## config.mk

```make
export PLATFORM = sky130hd
export DESIGN_NAME = pulse_width_code_transmitter
export DESIGN_NICKNAME = d
export VERILOG_FILES = /design/src/rtl/core/pwct_pkg.sv /design/src/rtl/core/pwct_regs.sv /design/src/rtl/core/pwct_engine.sv /design/src/rtl/core/pwct_outq.sv /design/src/rtl/core/pulse_width_code_transmitter.sv
export SDC_FILE = /design/constraint.sdc
export NUM_CORES = 1
export LEC_CHECK = 0
export BUFFER_PORTS_ARGS = -buffer_cell sky130_fd_sc_hd__buf_2
export CAP_MARGIN = 15
export CORE_ASPECT_RATIO = 2
export CORE_MARGIN = 1
export CORE_UTILIZATION = 55
export CTS_BUF_LIST = sky130_fd_sc_hd__clkbuf_8
export CTS_CLUSTER_SIZE = 28
export DETAILED_ROUTE_END_ITERATION = 8
export GPL_TIMING_DRIVEN = 0
export PLACE_DENSITY = 0.75
export SETUP_SLACK_MARGIN = 0.5
export SYNTH_ARGS = -nofsm -noshare
export SYNTH_HDL_FRONTEND = slang
export SYNTH_SLANG_ARGS = --single-unit
```

## constraint.sdc

```tcl
create_clock -name clock -period 4.6 [get_ports clock]
set_clock_uncertainty 0.2 [all_clocks]
set_input_delay 0.69 -clock clock [delete_from_list [all_inputs] [get_ports clock]]
set_output_delay 0.69 -clock clock [all_outputs]
set_load 0.01 [all_outputs]
```

## src/rtl/core/pwct_pkg.sv

```systemverilog
// Shared types and constants for the pulse width code transmitter.
// No dependencies.
package pwct_pkg;

   localparam int DUR_W = 16;   // duration register width
   localparam int BPF_W = 6;    // bits_per_frame register width
   localparam int REP_W = 8;    // frame_repeats register width
   localparam int CODE_W = 32;  // code word width on the input stream
   localparam int ADDR_W = 5;
   localparam int DATA_W = 32;

   // register indexes (byte address = 4 * index)
   localparam logic [2:0] REG_START_HIGH = 3'd0;
   localparam logic [2:0] REG_START_LOW  = 3'd1;
   localparam logic [2:0] REG_ZERO_HIGH  = 3'd2;
   localparam logic [2:0] REG_ZERO_LOW   = 3'd3;
   localparam logic [2:0] REG_ONE_HIGH   = 3'd4;
   localparam logic [2:0] REG_ONE_LOW    = 3'd5;
   localparam logic [2:0] REG_BITS       = 3'd6;
   localparam logic [2:0] REG_REPEATS    = 3'd7;

   // item kinds
   localparam logic KIND_TICK  = 1'b0;
   localparam logic KIND_START = 1'b1;

   // transmit phases
   localparam logic [2:0] PH_IDLE       = 3'd0;
   localparam logic [2:0] PH_START_HIGH = 3'd1;
   localparam logic [2:0] PH_START_LOW  = 3'd2;
   localparam logic [2:0] PH_BIT_HIGH   = 3'd3;
   localparam logic [2:0] PH_BIT_LOW    = 3'd4;

   typedef struct packed {
      logic [DUR_W-1:0] start_high;
      logic [DUR_W-1:0] start_low;
      logic [DUR_W-1:0] zero_high;
      logic [DUR_W-1:0] zero_low;
      logic [DUR_W-1:0] one_high;
      logic [DUR_W-1:0] one_low;
      logic [BPF_W-1:0] bits;
      logic [REP_W-1:0] repeats;
   } cfg_type;

   // line_level in bit 0
   typedef struct packed {
      logic rejected;
      logic finished;
      logic busy_res;
      logic line_level;
   } rsp_type;

endpackage

```

## src/rtl/core/pwct_regs.sv

```systemverilog
// Configuration register file with an APB-style write/read port.
// Depends on pwct_pkg.
module pwct_regs (
   input  logic                           clock,
   input  logic                           reset,
   input  logic                           csr_psel,
   input  logic                           csr_penable,
   input  logic                           csr_pwrite,
   input  logic [pwct_pkg::ADDR_W-1:0]    csr_paddr,
   input  logic [pwct_pkg::DATA_W-1:0]    csr_pwdata,
   output logic [pwct_pkg::DATA_W-1:0]    csr_prdata,
   output logic                           csr_pready,
   output pwct_pkg::cfg_type              cfg
);
   import pwct_pkg::*;

   cfg_type    cfg_ff, cfg_in;
   logic       wr_en;
   logic [2:0] idx;

   assign csr_pready = 1'b1;
   assign wr_en = csr_psel & csr_penable & csr_pwrite & csr_pready;
   assign idx = csr_paddr[4:2];
   assign cfg = cfg_ff;

   always_comb begin
      cfg_in = cfg_ff;
      if (wr_en) begin
         unique case (idx)
            REG_START_HIGH: cfg_in.start_high = csr_pwdata[DUR_W-1:0];
            REG_START_LOW:  cfg_in.start_low  = csr_pwdata[DUR_W-1:0];
            REG_ZERO_HIGH:  cfg_in.zero_high  = csr_pwdata[DUR_W-1:0];
            REG_ZERO_LOW:   cfg_in.zero_low   = csr_pwdata[DUR_W-1:0];
            REG_ONE_HIGH:   cfg_in.one_high   = csr_pwdata[DUR_W-1:0];
            REG_ONE_LOW:    cfg_in.one_low    = csr_pwdata[DUR_W-1:0];
            REG_BITS:       cfg_in.bits       = csr_pwdata[BPF_W-1:0];
            REG_REPEATS:    cfg_in.repeats    = csr_pwdata[REP_W-1:0];
            default:        cfg_in = cfg_ff;
         endcase
      end
   end

   always_comb begin
      unique case (idx)
         REG_START_HIGH: csr_prdata = DATA_W'(cfg_ff.start_high);
         REG_START_LOW:  csr_prdata = DATA_W'(cfg_ff.start_low);
         REG_ZERO_HIGH:  csr_prdata = DATA_W'(cfg_ff.zero_high);
         REG_ZERO_LOW:   csr_prdata = DATA_W'(cfg_ff.zero_low);
         REG_ONE_HIGH:   csr_prdata = DATA_W'(cfg_ff.one_high);
         REG_ONE_LOW:    csr_prdata = DATA_W'(cfg_ff.one_low);
         REG_BITS:       csr_prdata = DATA_W'(cfg_ff.bits);
         REG_REPEATS:    csr_prdata = DATA_W'(cfg_ff.repeats);
         default:        csr_prdata = '0;
      endcase
   end

   always_ff @(posedge clock) begin
      if (reset) begin
         cfg_ff.start_high <= DUR_W'(280);
         cfg_ff.start_low  <= DUR_W'(10000);
         cfg_ff.zero_high  <= DUR_W'(280);
         cfg_ff.zero_low   <= DUR_W'(1000);
         cfg_ff.one_high   <= DUR_W'(920);
         cfg_ff.one_low    <= DUR_W'(360);
         cfg_ff.bits       <= BPF_W'(24);
         cfg_ff.repeats    <= REP_W'(10);
      end else begin
         cfg_ff <= cfg_in;
      end
   end

endmodule

```

## src/rtl/core/pwct_engine.sv

```systemverilog
// Transmit sequencer: phase, tick counter, bit and repeat counters.
// Advances once per accepted item and produces that item's result. Depends on pwct_pkg.
module pwct_engine #(
   parameter int MAX_CODE_BITS = 32,
   parameter int DURATION_BITS = 16
) (
   input  logic                        clock,
   input  logic                        reset,
   input  logic                        in_acc,
   input  logic                        in_kind,
   input  logic [pwct_pkg::CODE_W-1:0] in_code,
   input  pwct_pkg::cfg_type           cfg,
   output pwct_pkg::rsp_type           result
);
   import pwct_pkg::*;

   localparam int BPW  = $clog2(MAX_CODE_BITS + 1);
   localparam int IW   = (MAX_CODE_BITS > 1) ? $clog2(MAX_CODE_BITS) : 1;
   localparam int DWW  = (DURATION_BITS > DUR_W) ? DURATION_BITS : DUR_W;
   localparam int CWW  = (MAX_CODE_BITS > CODE_W) ? MAX_CODE_BITS : CODE_W;
   localparam int CMPW = (BPW > BPF_W) ? BPW + 1 : BPF_W + 1;

   logic [2:0]               phase_ff, phase_in;
   logic [DURATION_BITS-1:0] ticks_ff, ticks_in;
   logic [BPW-1:0]           bitpos_ff, bitpos_in;
   logic [REP_W-1:0]         reps_ff, reps_in;
   logic [MAX_CODE_BITS-1:0] code_ff, code_in;

   logic [BPW-1:0]           frame_bits;
   logic [BPW-1:0]           next_pos;
   logic [CWW-1:0]           code_wide;
   logic                     fin;

   // duration masked to the counter width; zero lasts one tick
   function automatic logic [DURATION_BITS-1:0] dur(input logic [DUR_W-1:0] v);
      logic [DWW-1:0]           w;
      logic [DURATION_BITS-1:0] d;
      w = DWW'(v);
      d = w[DURATION_BITS-1:0];
      if (d == '0) d = DURATION_BITS'(1);
      return d;
   endfunction

   function automatic logic bit_at(input logic [MAX_CODE_BITS-1:0] c,
                                   input logic [BPW-1:0] pos);
      logic [BPW-1:0] p;
      p = pos - BPW'(1);
      return c[p[IW-1:0]];
   endfunction

   always_comb begin
      if (CMPW'(cfg.bits) > CMPW'(MAX_CODE_BITS)) frame_bits = BPW'(MAX_CODE_BITS);
      else frame_bits = BPW'(cfg.bits);
   end

   assign code_wide = CWW'(in_code);
   assign next_pos  = (bitpos_ff != '0) ? bitpos_ff - BPW'(1) : '0;

   always_comb begin
      phase_in  = phase_ff;
      ticks_in  = ticks_ff;
      bitpos_in = bitpos_ff;
      reps_in   = reps_ff;
      code_in   = code_ff;
      fin       = 1'b0;
      result    = '0;

      if (in_kind == KIND_START) begin
         if (phase_ff != PH_IDLE) begin
            result.rejected = 1'b1;
         end else begin
            code_in   = code_wide[MAX_CODE_BITS-1:0];
            reps_in   = (cfg.repeats == '0) ? REP_W'(1) : cfg.repeats;
            bitpos_in = frame_bits;
            phase_in  = PH_START_HIGH;
            ticks_in  = dur(cfg.start_high);
         end
      end else if (phase_ff != PH_IDLE) begin
         result.line_level = (phase_ff == PH_START_HIGH) || (phase_ff == PH_BIT_HIGH);
         if (ticks_ff > DURATION_BITS'(1)) begin
            ticks_in = ticks_ff - DURATION_BITS'(1);
         end else begin
            // pick the position that ends this phase, then either next bit or frame end
            if (phase_ff == PH_BIT_LOW) bitpos_in = next_pos;
            unique case (phase_ff)
               PH_START_HIGH: begin
                  phase_in = PH_START_LOW;
                  ticks_in = dur(cfg.start_low);
               end
               PH_BIT_HIGH: begin
                  phase_in = PH_BIT_LOW;
                  ticks_in = dur(bit_at(code_ff, bitpos_ff) ? cfg.one_low : cfg.zero_low);
               end
               PH_START_LOW, PH_BIT_LOW: begin
                  if (bitpos_in != '0) begin
                     phase_in = PH_BIT_HIGH;
                     ticks_in = dur(bit_at(code_ff, bitpos_in) ? cfg.one_high
                                                                : cfg.zero_high);
                  end else if (reps_ff > REP_W'(1)) begin
                     reps_in   = reps_ff - REP_W'(1);
                     bitpos_in = frame_bits;
                     phase_in  = PH_START_HIGH;
                     ticks_in  = dur(cfg.start_high);
                  end else begin
                     reps_in   = '0;
                     bitpos_in = '0;
                     phase_in  = PH_IDLE;
                     ticks_in  = '0;
                     fin       = 1'b1;
                  end
               end
               default: phase_in = PH_IDLE;
            endcase
         end
      end

      result.finished = fin;
      result.busy_res = (phase_in != PH_IDLE);
   end

   always_ff @(posedge clock) begin
      if (reset) begin
         phase_ff  <= PH_IDLE;
         ticks_ff  <= '0;
         bitpos_ff <= '0;
         reps_ff   <= '0;
      end else if (in_acc) begin
         phase_ff  <= phase_in;
         ticks_ff  <= ticks_in;
         bitpos_ff <= bitpos_in;
         reps_ff   <= reps_in;
      end
   end

   always_ff @(posedge clock) begin
      if (in_acc) code_ff <= code_in;
   end

endmodule

```

## src/rtl/core/pwct_outq.sv

```systemverilog
// Two-entry result buffer between the sequencer and the result stream.
// Lets a new item in while an older result is still waiting. Depends on pwct_pkg.
module pwct_outq (
   input  logic              clock,
   input  logic              reset,
   input  logic              push,
   input  pwct_pkg::rsp_type din,
   output logic              has_room,
   output logic              rsp_tvalid,
   input  logic              rsp_tready,
   output pwct_pkg::rsp_type rsp_item
);
   import pwct_pkg::*;

   rsp_type    ent0_ff, ent0_in;
   rsp_type    ent1_ff, ent1_in;
   logic [1:0] count_ff, count_in;
   logic       pop;

   assign has_room   = (count_ff != 2'd2);
   assign rsp_tvalid = (count_ff != 2'd0);
   assign rsp_item   = ent0_ff;
   assign pop        = rsp_tvalid & rsp_tready;

   always_comb begin
      ent0_in  = ent0_ff;
      ent1_in  = ent1_ff;
      count_in = count_ff;
      unique case ({push, pop})
         2'b10: begin
            if (count_ff == 2'd0) ent0_in = din;
            else ent1_in = din;
            count_in = count_ff + 2'd1;
         end
         2'b01: begin
            ent0_in  = ent1_ff;
            count_in = count_ff - 2'd1;
         end
         2'b11: begin
            if (count_ff == 2'd1) begin
               ent0_in = din;
            end else begin
               ent0_in = ent1_ff;
               ent1_in = din;
            end
         end
         default: count_in = count_ff;
      endcase
   end

   always_ff @(posedge clock) begin
      if (reset) count_ff <= 2'd0;
      else count_ff <= count_in;
   end

   always_ff @(posedge clock) begin
      ent0_ff <= ent0_in;
      ent1_ff <= ent1_in;
   end

endmodule

```

## src/rtl/core/pulse_width_code_transmitter.sv

```systemverilog
// Throughput: one item per cycle while the result buffer has room; results are
// registered there in order. The sequencer updates its counters in the accepting
// cycle, and the two-entry result buffer holds results while rsp stalls.
// Reset (synchronous): transmitter idle, buffer empty, registers at their defaults.
// Top level: register file, sequencer and result buffer. Depends on pwct_pkg.
module pulse_width_code_transmitter #(
   parameter int MAX_CODE_BITS = 32,
   parameter int DURATION_BITS = 16
) (
   input  logic                        clock,
   input  logic                        reset,
   input  logic                        req_tvalid,
   output logic                        req_tready,
   input  logic [pwct_pkg::CODE_W-1:0] req_tdata,   // [31:0] code_word
   input  logic                        req_tuser,   // [0] kind
   output logic                        rsp_tvalid,
   input  logic                        rsp_tready,
   // [0] line_level, [1] busy_res, [2] finished, [3] rejected, [7:4] zero
   output logic [7:0]                  rsp_tdata,
   input  logic                        csr_psel,
   input  logic                        csr_penable,
   input  logic                        csr_pwrite,
   input  logic [pwct_pkg::ADDR_W-1:0] csr_paddr,
   input  logic [pwct_pkg::DATA_W-1:0] csr_pwdata,
   output logic [pwct_pkg::DATA_W-1:0] csr_prdata,
   output logic                        csr_pready
);
   import pwct_pkg::*;

   cfg_type cfg;
   rsp_type result;
   rsp_type rsp_item;
   logic    in_acc;
   logic    has_room;

   assign req_tready = has_room;
   assign in_acc     = req_tvalid & req_tready;
   assign rsp_tdata  = 8'(rsp_item);

   pwct_regs u_regs (
      .clock       (clock),
      .reset       (reset),
      .csr_psel    (csr_psel),
      .csr_penable (csr_penable),
      .csr_pwrite  (csr_pwrite),
      .csr_paddr   (csr_paddr),
      .csr_pwdata  (csr_pwdata),
      .csr_prdata  (csr_prdata),
      .csr_pready  (csr_pready),
      .cfg         (cfg)
   );

   pwct_engine #(
      .MAX_CODE_BITS (MAX_CODE_BITS),
      .DURATION_BITS (DURATION_BITS)
   ) u_engine (
      .clock   (clock),
      .reset   (reset),
      .in_acc  (in_acc),
      .in_kind (req_tuser),
      .in_code (req_tdata),
      .cfg     (cfg),
      .result  (result)
   );

   pwct_outq u_outq (
      .clock      (clock),
      .reset      (reset),
      .push       (in_acc),
      .din        (result),
      .has_room   (has_room),
      .rsp_tvalid (rsp_tvalid),
      .rsp_tready (rsp_tready),
      .rsp_item   (rsp_item)
   );

endmodule

```

# Word level (Yosys, flattened, before mapping)
# Cells that the tools add are included.
# word_totals
word_cells	157
inputBits	77
output_inout_bits	43
ff_bits	185
# classes
mux	63
n_reduce_logical	34
addsub	6
n_lt_le_gt_ge	5
eq_ne	22
bitwise_logic	5
# ops
cell	n
case mux 32 bit (8 select lines)	1
2-to-1 mux 16 bit	12
2-to-1 mux 6 bit	13
logical NOT 16 bit	4
2-to-1 mux 8 bit	8
case mux 16 bit (3 select lines)	1
AND reduction 2 bit	9
greater-than comparator 16 x 1 -> 1 bit, second input constant	1
2-to-1 mux 4 bit	4
subtractor 16 x 1 -> 16 bit, second input constant	1
equality test 3 bit, second input constant	5
2-to-1 mux 3 bit	5
2-to-1 mux 1 bit	13
equality test 3 x 2 -> 1 bit, second input constant	4
< comparator 5 x 6 -> 1 bit, second input constant	2
inequality test 2 bit, second input constant	6
case mux 4 bit (3 select lines)	1
nonzero test 6 bit	2
binary-select mux 1 bit (select 5 bit)	2
nonzero test 2 bit	5
case mux 3 bit (3 select lines)	1
nonzero test 3 bit	3
greater-than comparator 8 x 1 -> 1 bit, second input constant	1
logical NOT 8 bit	1
other kinds (22)	30

# Longest topological paths before layout
# Gate-level depths: netlist of run 1.
# depth
word_depth	17
depth_mapped	15
depth_no_buf	11

# By module
# From an unflattened synthesis of run 1, not the netlist that was laid out.
# hier_totals
cells_unflattened	1362
area_unflattened_um2	11173.2
# modules_own_cells
mod	cells_each	n_inst	seq_area_each_um2	area_each_um2
pwct_engine	638	1	1621.6	5466.5
pwct_regs	663	1	2202.1	5082.4
pwct_outq	55	1	280.3	584.3
pulse_width_code_transmitter	6	1	0.0	40.0

# Worst setup path after synthesis of run 1
# No wires, ideal clock.
# synth_timing
path_type	flip-flop to flip-flop
startpoint	reg u_engine.bitpos_ff[0]
endpoint	reg u_engine.ticks_ff[12]
required_ps	4271
setup_ps	129
synth_period_minus_slack_ps	3777
slack_ps	823
path_buffers	4
arrival_time_ps	3448
stages_incl_launch_ff	14
cell_sequence	dfxtp_1 -> buf_2 -> inv_1 -> clkbuf_1 -> ha_1 -> clkbuf_1 -> mux4_2 -> mux4_2 -> mux2i_2 -> buf_4 -> mux2i_1 -> nor2_1 -> a2111oi_0 -> o2bb2ai_1
# synth_between
elab_chain_len	17
elab_cells_between_ends	24
classes_between	2 x add/sub; 18 x mux; 4 x reduce/logical
# synth_lines
item	line	rtl
start, declared	pwct_engine.sv:25	logic [BPW-1:0] bitpos_ff, bitpos_in;
start signal, assigned	pwct_engine.sv:130	bitpos_ff <= bitpos_in;
subtractor 6 x 1 -> 6 bit / nonzero test 6 bit (equally long branches)	pwct_engine.sv:57	assign next_pos = (bitpos_ff != '0) ? bitpos_ff - BPW'(1) : '0;
2-to-1 mux 6 bit	pwct_engine.sv:57	
2-to-1 mux 6 bit	pwct_engine.sv:84	if (phase_ff == PH_BIT_LOW) bitpos_in = next_pos;
2-to-1 mux 6 bit	pwct_engine.sv:80	if (ticks_ff > DURATION_BITS'(1)) begin
2-to-1 mux 6 bit	pwct_engine.sv:78	end else if (phase_ff != PH_IDLE) begin
2-to-1 mux 6 bit	pwct_engine.sv:68	if (in_kind == KIND_START) begin
subtractor 5 x 1 -> 5 bit	pwct_engine.sv:47	p = pos - BPW'(1);
binary-select mux 1 bit (select 5 bit)	pwct_engine.sv:48	return c[p[IW-1:0]];
2-to-1 mux 1 bit (implied by the code)	pwct_engine.sv:48	
2-to-1 mux 16 bit	pwct_engine.sv:97	ticks_in = dur(bit_at(code_ff, bitpos_in) ? cfg.one_high
logical NOT 16 bit	pwct_engine.sv:40	if (d == '0) d = DURATION_BITS'(1);
2-to-1 mux 16 bit	pwct_engine.sv:40	
2-to-1 mux 16 bit	pwct_engine.sv:95	if (bitpos_in != '0) begin
case mux 16 bit (3 select lines) *	pwct_engine.sv:85	unique case (phase_ff)
2-to-1 mux 16 bit *	pwct_engine.sv:80	
2-to-1 mux 16 bit *	pwct_engine.sv:78	
2-to-1 mux 16 bit *	pwct_engine.sv:68	
end signal, assigned	pwct_engine.sv:129	ticks_ff <= ticks_in;
end, declared	pwct_engine.sv:24	logic [DURATION_BITS-1:0] ticks_ff, ticks_in;
# Mark *: on every way between the ends. The rest lies on a longest branch, timed or not. The select of a mux whose other input is x is not followed.
# A chain may end at the register's enable or synchronous reset.

# Final worst setup path of run 1
# layout_timing
startpoint	reg u_engine.bitpos_ff[0]
endpoint	reg u_engine.ticks_ff[15]
# Same word-level chain as after synthesis.

==> results of run 1 <==
## layer usage
layer	vias up	wire (um)
li1	5145	-
met1	5359	14400
met2	682	23400
met3	316	3590
met4	2	5480
met5	-	13
## worst register-to-register path: cells and delay by family (launching register included)
family                     cells  cell delay (ns)
buffers and inverters          5             1.05
adders and majority gates      1             0.36
AOI/OAI and AO/OA              5             1.40
DFF                            1             0.34
xor gates and xnor gates       1             0.16
muxes                          1             0.18
and+or+nand+nor                2             0.48
## power by group
part	switching, mW	internal [mW]	leakage (nW)
Combinational	1.80	1.07	2.86
Sequential	0.112	1.81	1.55
Clock	0.661	0.565	0.219
## logic make-up (layout without fill, tap and decap cells)
| logic type | count (synthesis) | after routing |
|---|---|---|
| xor+xnor | 20 | 20 |
| fa+ha+maj | 15 | 15 |
| mux | 71 | 71 |
| flops | 185 | 185 |
| other cells | 2 | 21 |
| buf+inv | 140 | 265 |
| simple gates | 561 | 561 |
| compound gates | 355 | 355 |
## registers in the layout, summed over array words and instances (netlist names)
signal              count
u_outq.count_ff         2
u_engine.bitpos_ff      6
u_engine.code_ff       32
u_engine.ticks_ff      16
u_engine.reps_ff        8
u_outq.ent1_ff          4
u_engine.phase_ff       3
u_regs.cfg            110
u_outq.rsp_item         4
## timing repair
| item | 4_1_cts | 5_1_grt |
|---|---|---|
| resized for setup | 20 | 43 |
| setup buffers | 4 | 14 |
| pin swaps | 2 | 9 |
| hold buffers | 0 | 0 |
| endpoints found under the setup margin | 37 | 31 |
## cell usage in the layout, fill, tap and decap left out, drive strengths merged, types with 10 or more instances in the layout
cell type  count
and3          11
a22oi         10
clkbuf        78
a221oi        14
edfxtp        40
conb          21
dfxtp        145
nand3         36
buf          148
ha            15
o21ai         49
or3           16
a211oi        18
nor4          26
inv           29
a21oi        161
nor3          41
mux2          11
mux2i         42
xor2          10
nand3b        28
nand2        254
nor2         100
o22ai         13
xnor2         10
mux4          18
## metrics by stage
step / util / hold WS (ns) / instance area [um2]
3_3_place_gp: 0.598 / 0.243 / 11900
5_1_grt: 0.641 / 0.116 / 12700
6_report: 0.641 / 0.116 / 12700
2_1_floorplan: - / 0.236 / 11200
4_1_cts: 0.627 / 0.113 / 12400
3_5_place_dp: 0.600 / 0.258 / 11900
## layout make-up
cell class,count,share of cell area
Multi-Input combinational cell,1043,0.521
Tap cell,262,0.0258
Clock inverter,14,0.0145
Clock buffer,18,0.0195
Inverter,25,0.00739
Sequential cell,185,0.323
Buffer,115,0.0469
Timing Repair Buffer,93,0.0422
## final timing paths
path / startpoint / depth (start not counted) / end
max reg2reg: u_engine.bitpos_ff[0] / 15 / u_engine.ticks_ff[15]
min reg2reg: u_regs.cfg[30] / 2 / u_regs.cfg[30]
min: req_tdata[10] / 1 / u_engine.code_ff[10]
max: u_engine.bitpos_ff[0] / 15 / u_engine.ticks_ff[15]
==> results.txt, run 1 <==
- The flow ran to the end, and the final reports show no timing, DRC or antenna violations.
- For this block, the via count after detailed routing is 11,500.
* Hold Path Class: in -> reg
* Slowest stage delay, CP: 0.58 ns
- Worst setup path class: reg -> reg
- After detailed routing, the number of remaining DRC violations is 0.
* Count of port buffers added during placement: 73
- Buffers inserted during clock tree synthesis total 17.
* Predominant post-synthesis flop cell: sky130_fd_sc_hd__dfxtp_1
* Share of the clock period used by the worst path: 0.922
- Relative to the synthesized area, the layout overhead comes to 14.5%.
- Wires add up to 46.8 mm.
- Portion of the post-synthesis area used by sequential elements: 0.370
- The first global-routing pass estimated 68.7 mm of wire.
- Synth Area per Inst: 8.22 um2
- Maximum clock path buffer count: 2
* Slew Limit Fails: 0
- In this run, synthesis produced a sequential element count of 185.
- For this design the static power due to leakage is 4.63 nW.
* Met1 Resource Use GR: 0.429
- In the final layout, the share of cells above drive strength 1 is 0.175.
* Max capacitance violation total: 0
- Of the total synthesized cell area, the portion taken by full adders, half adders and majority gates is 0.0169.
- Most utilized layer in the global route result: met2
- Final global-route overflow total: 0
- Of the total synthesized cell area, the portion taken by AND, OR, NAND and NOR gates is 0.239.
* Final setup fails: 0
- Counting both buffers and inverters, the worst setup path holds a total of 5.
* Number of core rows: 73
* Gp weighted congestion: 1.05
- In this run the remaining antenna-violating nets after routing total 0.
- Yosys cell types: 94
- For this run, the number of Yosys warnings is 0.
- After filler insertion, the fill cell instance count of the layout stands at 1,788.
* Iteration count of the initial detailed-routing pass: 5
* Portion of synthesized cell area occupied by the leading cell type: 0.262
* Largest cells by area after synthesis: sky130_fd_sc_hd__dfxtp_1 (26%), sky130_fd_sc_hd__edfxtp_1 (11%), sky130_fd_sc_hd__nand2_1 (8.6%), sky130_fd_sc_hd__a21oi_1 (7.2%), sky130_fd_sc_hd__mux2i_1 (3.7%)
- EDFF count, synth: 40
* VDD IR-drop max: 0.000340 V
* Synth top cells by count: sky130_fd_sc_hd__nand2_1 (253), sky130_fd_sc_hd__a21oi_1 (160), sky130_fd_sc_hd__dfxtp_1 (145)
- By area, the combinational part of the netlist is dominated by simple AND/OR/NAND/NOR gates.
- The number of antenna diodes in the final layout is 0.
- At the pin with the least slew margin, the transition time is 1.40 ns.
* Die Area: 20,800 um2
* CTS sink count: 185
- All-Layer GR Usage: 0.467
- For this run, global-route usage on met3 was measured as 0.142.
* Required time of the critical path: 4.88 ns
- STA puts the critical path data arrival time at 4.52 ns.
- Critical-path maximum fanout: 11
- Counting every instance in the synthesized netlist gives 1,349.
- Iteration-0 DRC Markers: 1,003
- Clock tree from TritonCTS: yes
* Delay-heaviest family, CP: compound AO/OA/AOI/OAI gates
- Post-synthesis compound-gate area fraction: 0.212
- The root buffer cell chosen for the clock tree is sky130_fd_sc_hd__clkbuf_8.
- Die height: 203 um
* CP dominant cell by count: sky130_fd_sc_hd__clkbuf_4
- STA classifies the critical path startpoint as a register.
- Among all cell types in the netlist, the one instantiated most often is sky130_fd_sc_hd__nand2_1.
- Via/cell ratio: 6.55
- Total standard cell area after synthesis: 11,100 um2
- The clock tree synthesis step divided the H-tree into 4 levels.
- Of the total synthesized cell area, the portion taken by XOR and XNOR cells is 0.0158.
- The via count of the first global-routing pass is 11,200.
- Cell Pwr Density: 474 nW/um2
- Final count of hold timing violations: 0
- Timing analysis after detailed placement gives a worst setup slack of -0.421 ns.
- Clock-pin slew was measured on the worst setup and hold paths at 0.11 ns.
* Area taken by multi-input logic gates: 6610 um2
- After the flow finishes, the layout carries non-filler instances totaling 1,755.
* Routed length per placed instance: 26.7 um
- Cell breakdown of the critical path: clkbuf_4, inv_1, clkbuf_4, ha_4, nor4bb_2, mux2i_2, a221oi_4, buf_4, xnor2_1, nand2_1, o22ai_4, clkbuf_4, o21ai_0, a21oi_1, o21a_1
* Dpl hpwl: 35.7 mm
* Top Ports: 120
- Including well taps, the total number of placed cells is 1,705.
- The worst setup path is captured at a register.
* Timing-limited maximum frequency: 0.236 GHz
- Source-to-sink clock delay at the later pin of the worst-skew pair: 0.54 ns
- Register-to-register setup slack: 0.36 ns
- Total power for the finished layout comes to 6.02 mW.
- Placeable core region: 19,800 um2
- For this configuration, the core starts out at a cell density of 0.559.
- Slack of the critical path: 0.360 ns
- In the synthesized netlist the async set-or-reset flop fraction comes to 0.
- In the final timing run, aggregate negative setup slack is 0 ns.
* Portion of netlist area occupied by mux cells: 0.0860
- Met2 capacity usage during global routing: 0.784
- Setup repair after global routing left no endpoint under its margin.
- For this run, the post-layout net count is 1,572.
- Measured against its own limit, the worst slew margin works out to 0.0608.
* Horizontal die dimension: 102 um
- Entering global routing, the biggest net connects 23 pins.
- The initial antenna violation count is 2.
- Cell taking the most area after synthesis: sky130_fd_sc_hd__dfxtp_1
- Final min period: 4.24 ns
- Sequential cell area in the final layout: 4100 um2
- On the critical path, the stage with the largest delay is an instance of sky130_fd_sc_hd__a221oi_4.
Note: power is estimated with default switching activity, not from simulation.
==> run 2, diff against run 1 <==
- SETUP_SLACK_MARGIN: 0.5 -> 0.4
==> results.txt, run 2 (same netlist as run 1, synthesis figures left out) <==
- The endpoint required time on the critical path was 3.71 ns (-1.17 ns).
* Slack of the critical path: 0.484 ns (+0.124 ns)
* Worst R2R Start: u_engine.bitpos_ff[0]
* Startpoint of the worst setup timing path: csr_paddr[2]
* Clock tree from TritonCTS: yes
- Depth of the critical timing path with buffers and inverters included: 7 (-8)
- Most frequent standard cell in the layout excluding fill and tap cells: sky130_fd_sc_hd__nand2_1
* Final count of hold timing violations: 0 (unchanged)
* Final standard cell count with taps included and fillers excluded: 1,746 (-0.51%)
- Number of buffer and inverter stages on the critical path: 5 (unchanged)
* Initial antenna violation count: 1 (-1)
* Routed length per placed instance: 26.7 um (+0.30%)
- The I/O pin count is 120 (unchanged).
- The highest net fanout along the worst path came to 10 (-1).
- Source-to-sink clock delay at the later pin of the worst-skew pair: 0.54 ns (about the same)
- Endpoint of the worst setup timing path: csr_prdata[7]
- The area used by sequential logic in the layout was 4100 um2 (unchanged).
- The wire length after detailed routing was 46.7 mm (-0.21%).
- DR vias: 11,400 (-0.51%)
- Wire length on met1: 14.0 mm (-2.2%)
- The arrival time of data at the critical path endpoint came to 3.23 ns (-1.29 ns).
- The max-capacitance violation count came to 0 (unchanged).
* CTS sink count: 185 (unchanged)
* Uppermost metal layer occupied by signal nets: met4
* Register-to-register setup slack: 0.50 ns (+0.14 ns)
* Element type at the critical path start: primary input
- Setup repair after global routing could not meet its margin everywhere.
- Clock tree synthesis selected as its root buffer the cell sky130_fd_sc_hd__clkbuf_8.
* Via/cell ratio: 6.55 (about the same)
* Fill cells: 1,788 (unchanged)
- The total power per unit cell area came to 473 nW/um2 (-0.36%).
- Slew Limit Fails: 0 (unchanged)
- The maximum operating frequency was 0.243 GHz (+3.0%).
* Gp weighted congestion: 1.05 (unchanged)
- Via count of the first global-routing pass: 11,200 (-0.089%)
* Share of the clock period used by the worst path: 0.895 (-0.0270)
- The length of routed met2 wiring was 23.1 mm (-1.2%).
- The minimum clock period is 4.12 ns (-0.124 ns).
- The worst setup path is captured at a primary output.
* CP max stage cell: sky130_fd_sc_hd__buf_1
- Detail Route Antenna Nets: 0 (unchanged)
- Slowest stage delay, CP: 0.68 ns (+0.10 ns)
* Area Overhead vs Synth: 13.5%
- Terminus of the critical flop-to-flop path: u_engine.ticks_ff[15]
- The fraction of layout cells with a size suffix above 1 is 0.167 (-0.00893).
- The worst hold path belongs to the class in -> reg.
- The CTS buffer count is 17 (unchanged).
- The wire length of the first global-routing pass was 68.1 mm (-0.84%).
* H-tree level count: 4 (unchanged)
- The number of flip-flops in the largest register was 110 (unchanged).
- Maximum clock path buffer count: 2 (unchanged)
- Number of core rows: 73 (unchanged)
- Delay-heaviest family, CP: buffers and inverters
- The total grt overflow is 0 (unchanged).
- The horizontal extent of the die was 102 um (unchanged).
- The largest vdd supply drop was 0.000337 V (-0.89%).
- The number of setup violations in the final report was 0 (unchanged).
* Worst Setup Slack post-DPL: -0.421 ns (unchanged)
* DRC: 0 (unchanged)
- Placeable core region: 19,800 um2 (unchanged)
- The die boundary height came to 203 um (unchanged).
* Worst Reg2Reg Path Length in Cells: 15 (unchanged)
- Initial cell density of the core: 0.559 (unchanged)
- Iteration count of the initial detailed-routing pass: 6 (+1)
* Die Area: 20,800 um2 (unchanged)
* Most frequent cells in the layout: sky130_fd_sc_hd__nand2_1 (251), sky130_fd_sc_hd__a21oi_1 (159), sky130_fd_sc_hd__dfxtp_1 (145)
- The area taken by multi-input logic gates is 6580 um2 (-0.42%).
- Slew margin rel.: 0.0960 (+0.0352)
- The worst setup path is of the in -> out kind.
- Pin count of the biggest net entering global routing: 23 (unchanged)
* Placed Cells: 1,705 (unchanged)
- The static power due to leakage came to 4.57 nW (-1.4%).
- The total number of nets in the final design is 1,562 (-0.64%).
* Run status: finished clean
* Met3 Routed Length: 3.93 mm (+9.6%)
- The CTS clock-pin slew for the worst setup and hold paths is 0.11 ns (about the same).
- Count of port buffers added during placement: 73 (unchanged)
* All-Layer GR Usage: 0.464 (-0.00346)
* Measured slew at the worst slew-check pin: 1.35 ns (-0.0524 ns)
- Iteration-0 DRC Markers: 856 (-15%)
- Cell breakdown of the critical path: buf_2, buf_1, buf_1, clkbuf_1, a22oi_1, o21ai_0, buf_2
- Dpl hpwl: 35.7 mm (unchanged)
## run 2: cell types whose count changed in the layout (fill, tap and decap cells not counted), moves of 2 or more
cell,change
sky130_fd_sc_hd__buf_2,+3
sky130_fd_sc_hd__buf_4,-11
sky130_fd_sc_hd__clkbuf_1,+2
sky130_fd_sc_hd__clkbuf_2,-2
sky130_fd_sc_hd__clkbuf_4,-2
## run 2: metrics by stage
step / power (mW) / hold WS, ns / utilization / TNS (ns) / area, um2
2_1_floorplan: 3.67 / 0.236 / - / 0 / 11200
3_3_place_gp: 4.38 / 0.243 / 0.598 / -2.12 / 11900
3_5_place_dp: 4.41 / 0.258 / 0.600 / -2.33 / 11900
4_1_cts: 5.65 / 0.113 / 0.625 / 0 / 12400
5_1_grt: 6.16 / 0.119 / 0.635 / 0 / 12600
6_report: 5.95 / 0.111 / 0.635 / 0 / 12600
## run 2: routing by layer
metal,GRT usage,up-vias
li1,-,5112
met1,0.420,5311
met2,0.787,718
met3,0.136,304
met4,0.457,0
met5,0,-
## run 2: worst min-delay path by stage
stage / startpoint / endpoint / cells past startpoint
after global placement: u_regs.cfg[30] / u_regs.cfg[30] / 2
final: req_tdata[11] / u_engine.code_ff[11] / 1
after global routing: req_tdata[11] / u_engine.code_ff[11] / 1
after detailed placement: u_regs.cfg[30] / u_regs.cfg[30] / 2
after floorplan: u_regs.cfg[30] / u_regs.cfg[30] / 2
after CTS: req_tdata[11] / u_engine.code_ff[11] / 1
## run 2: what timing repair did
| item | 4_1_cts | 5_1_grt |
|---|---|---|
| resized for setup | 14 | 35 |
| endpoints found under the hold margin | 0 | 0 |
| buffers inserted | 3 | 4 |
| hold buffers | 0 | 0 |
| endpoints found under the setup margin | 31 | 31 |
| pin swaps | 1 | 8 |
## run 2: cell type report
cell class | instances | share of cell area
Inverter | 25 | 0.00746
Sequential cell | 185 | 0.326
Buffer | 115 | 0.0461
Multi-Input combinational cell | 1043 | 0.523
Timing Repair Buffer | 83 | 0.0364
Clock buffer | 18 | 0.0197
Clock inverter | 14 | 0.0146
Antenna cell | 1 | 0.000199
Tap cell | 262 | 0.0261
## run 2: where the power goes
| part | switching (mW) | internal (mW) |
|---|---|---|
| Clock | 0.669 | 0.565 |
| Sequential | 0.112 | 1.81 |
| Combinational | 1.78 | 1.01 |
| Total | 2.57 | 3.38 |
==> run 3, diff against run 2 <==
- CORE_ASPECT_RATIO: 2 -> 1.1
- PLACE_DENSITY: 0.75 -> 0.78
==> results.txt, run 3 (same netlist as run 1, synthesis figures left out) <==
- The placer's final routability congestion estimate was 1.02 (-3.5%).
- STA classifies the critical path endpoint as a register.
- The total grt overflow was 0 (unchanged).
* Via/cell ratio: 6.51 (-0.64%)
* CTS root buf: sky130_fd_sc_hd__clkbuf_8
- Critical-path maximum fanout: 11 (+1)
- Hold Path Class: in -> reg
- The HPWL after detailed placement was 30.4 mm (-15%).
- Initial antenna violation count: 0 (-1)
* Final standard cell count with taps included and fillers excluded: 1,731 (-0.86%)
- The CTS buffer count came to 17 (unchanged).
- Drt total wl: 40.2 mm (-14%)
- Minimum hold slack: 0.148 ns (+0.0370 ns)
- Fraction of power consumed by sequential logic: 0.339 (+0.017)
- The via count of the first global-routing pass came to 10,400 (-6.6%).
- The starting utilization of the core area came to 0.560 (+0.000672).
- DRC: 0 (unchanged)
- The library cell used most frequently in the layout, excluding fill and tap cells, is sky130_fd_sc_hd__nand2_1.
- Combinational group share of total power: 0.451 (-0.019)
- The final count of pins violating max slew came to 0 (unchanged).
- The total power per unit cell area is 455 nW/um2 (-3.6%).
* Cell area reported after detailed placement: 11,900 um2 (-0.17%)
- Die Area: 20,700 um2 (-0.16%)
- Number of core rows: 54 (-26%)
* Area taken by multi-input logic gates: 6450 um2 (-2.0%)
- The run finished with clean final reports.
* Iteration count of the initial detailed-routing pass: 9 (+3)
- Final count of hold timing violations: 0 (unchanged)
- The delay of the slowest cell on the worst path is 0.35 ns (-0.33 ns).
* Routed length per placed instance: 23.2 um (-13%)
- The largest vdd supply drop came to 0.000400 V (+19%).
- The quantity of hold-fixing buffers added after cts is 0 (unchanged).
- Timing-limited maximum frequency: 0.248 GHz (+2.3%)
- The internal power came to 3.22 mW (-4.7%).
- Most frequent cells in the layout: sky130_fd_sc_hd__nand2_1 (253), sky130_fd_sc_hd__a21oi_1 (159), sky130_fd_sc_hd__dfxtp_1 (145)
- Required time of the critical path: 4.82 ns (+1.11 ns)
- Top Ports: 120 (unchanged)
- Pin count of the biggest net entering global routing: 25 (+8.7%)
- Relative contribution of the clock network to total power: 0.211 (+0.003)
- Clock tree from TritonCTS: yes
* Element type at the critical path start: register
- Share of the clock period used by the worst path: 0.875 (-0.0197)
- The CTS clock-pin slew for the worst setup and hold paths came to 0.11 ns (about the same).
* Maximum clock path buffer count: 2 (unchanged)
* Die height: 151 um (-26%)
- The horizontal extent of the die was 137 um (+34%).
- Final min period: 4.03 ns (-0.0906 ns)
* Diode count: 0 (-1)
- The switching power total came to 2.42 mW (-5.5%).
* Slew margin rel.: 0.240 (+0.144)
* RSZ-0062 raised after global routing: no
- The wire length of the first global-routing pass is 60.7 mm (-11%).
- Area Overhead vs Synth: 11.7%
- The iteration-0 DRC count of the detailed router was 1,272 (+49%).
* Cell breakdown of the critical path: clkbuf_4, inv_1, clkbuf_4, ha_2, nand4bb_1, nor3_1, mux2i_2, buf_4, buf_4, nand3_2, nor3_2, or2_0, buf_2, and2b_1, nand2_1, a311oi_1
* Count of port buffers added during placement: 73 (unchanged)
- Switching part of the total: 0.430 (-0.00209)
* Placed Cells: 1,694 (-0.65%)
- The count of antenna-violating nets left after detailed routing came to 0 (unchanged).
- Setup tns final: 0 ns (unchanged)
* Final standard cell area without fillers: 12,400 um2 (-1.5%)
- Worst Path Arrival: 4.24 ns (+1.01 ns)
- CTS sink count: 185 (unchanged)
* Placeable core region: 19,800 um2 (-0.12%)
* Total Power Consumption: 5.64 mW (-5.1%)
- The fraction of layout cells with a size suffix above 1 is 0.152 (-0.0144).
- CP max stage cell: sky130_fd_sc_hd__nor3_2
* Worst setup path class: reg -> reg
- Largest register FFs: 110 (unchanged)
- Measured slew at the worst slew-check pin: 1.13 ns (-0.214 ns)
* Max capacitance violation total: 0 (unchanged)
- The insertion delay of the later-clocked pin in the worst-skew pair is 0.52 ns (-0.02 ns).
* Fill cells: 1,788 (unchanged)
* Number of nets in the layout: 1,558 (-0.26%)
* DR vias: 11,300 (-1.5%)
* All-Layer GR Usage: 0.396 (-0.0676)
* H-tree level count: 4 (unchanged)
- Sequential cell area in the final layout: 4100 um2 (unchanged)
* Static Leak: 4.52 nW (-1.1%)
- The number of setup violations in the final report came to 0 (unchanged).
==> run 3: critical path, delay by kind of cell, from the launching register on <==
family                     cells  cell delay (ns)
and+or+nand+nor                7             1.54
buffers and inverters          6             1.03
DFF                            1             0.32
adders and majority gates      1             0.32
muxes                          1             0.25
AOI/OAI and AO/OA              1             0.25
==> run 3: repair_timing <==
action                                  in CTS  in global routing
setup buffers                                0                  4
gates resized for setup                      8                 16
pin swaps                                    0                  1
endpoints found under the setup margin      22                 27
==> run 3: through the flow <==
stage	utilization	setup slack, ns
after floorplan	-	0.823
after global placement	0.598	-0.279
after detailed placement	0.599	-0.329
after CTS	0.622	0.415
after global routing	0.626	0.392
final	0.626	0.575
==> run 3: power groups by stage <==
| stage | Sequential (mW) | Combinational [mW] | Clock, mW |
|---|---|---|---|
| after global routing | 1.93 | 2.72 | 1.24 |
| final | 1.91 | 2.54 | 1.19 |
| after floorplan | 1.92 | 1.75 | 0 |
| after global placement | 1.94 | 2.33 | 0 |
| after detailed placement | 1.94 | 2.36 | 0 |
| after CTS | 1.91 | 2.40 | 1.16 |
==> run 3: metal layers <==
metal  track usage  vias up  routed length, um
met3        0.0776      177               3780
met1         0.491     5303              15500
met2         0.645      692              18800
met5             0        -                  0
li1              -     5102                  -
met4         0.217        0               2120
==> run 3: worst paths after layout <==
path                    startpoint  depth (start not counted)  slack [ns]                    end
max reg2reg  u_engine.bitpos_ff[0]                         16        0.57  u_engine.bitpos_ff[1]
max          u_engine.bitpos_ff[0]                         16        0.57  u_engine.bitpos_ff[1]
min                  req_tdata[22]                          1        0.15   u_engine.code_ff[22]
min reg2reg         u_regs.cfg[30]                          2        0.28         u_regs.cfg[30]
==> run 3: cell type report <==
type	count	area share
plain buffers	115	0.0471
clock buffers	17	0.0189
clock inverters	15	0.0142
inverters	25	0.00757
multi-input cells	1043	0.521
flip-flops and latches	185	0.331
well taps	252	0.0254
repair buffers	79	0.0347
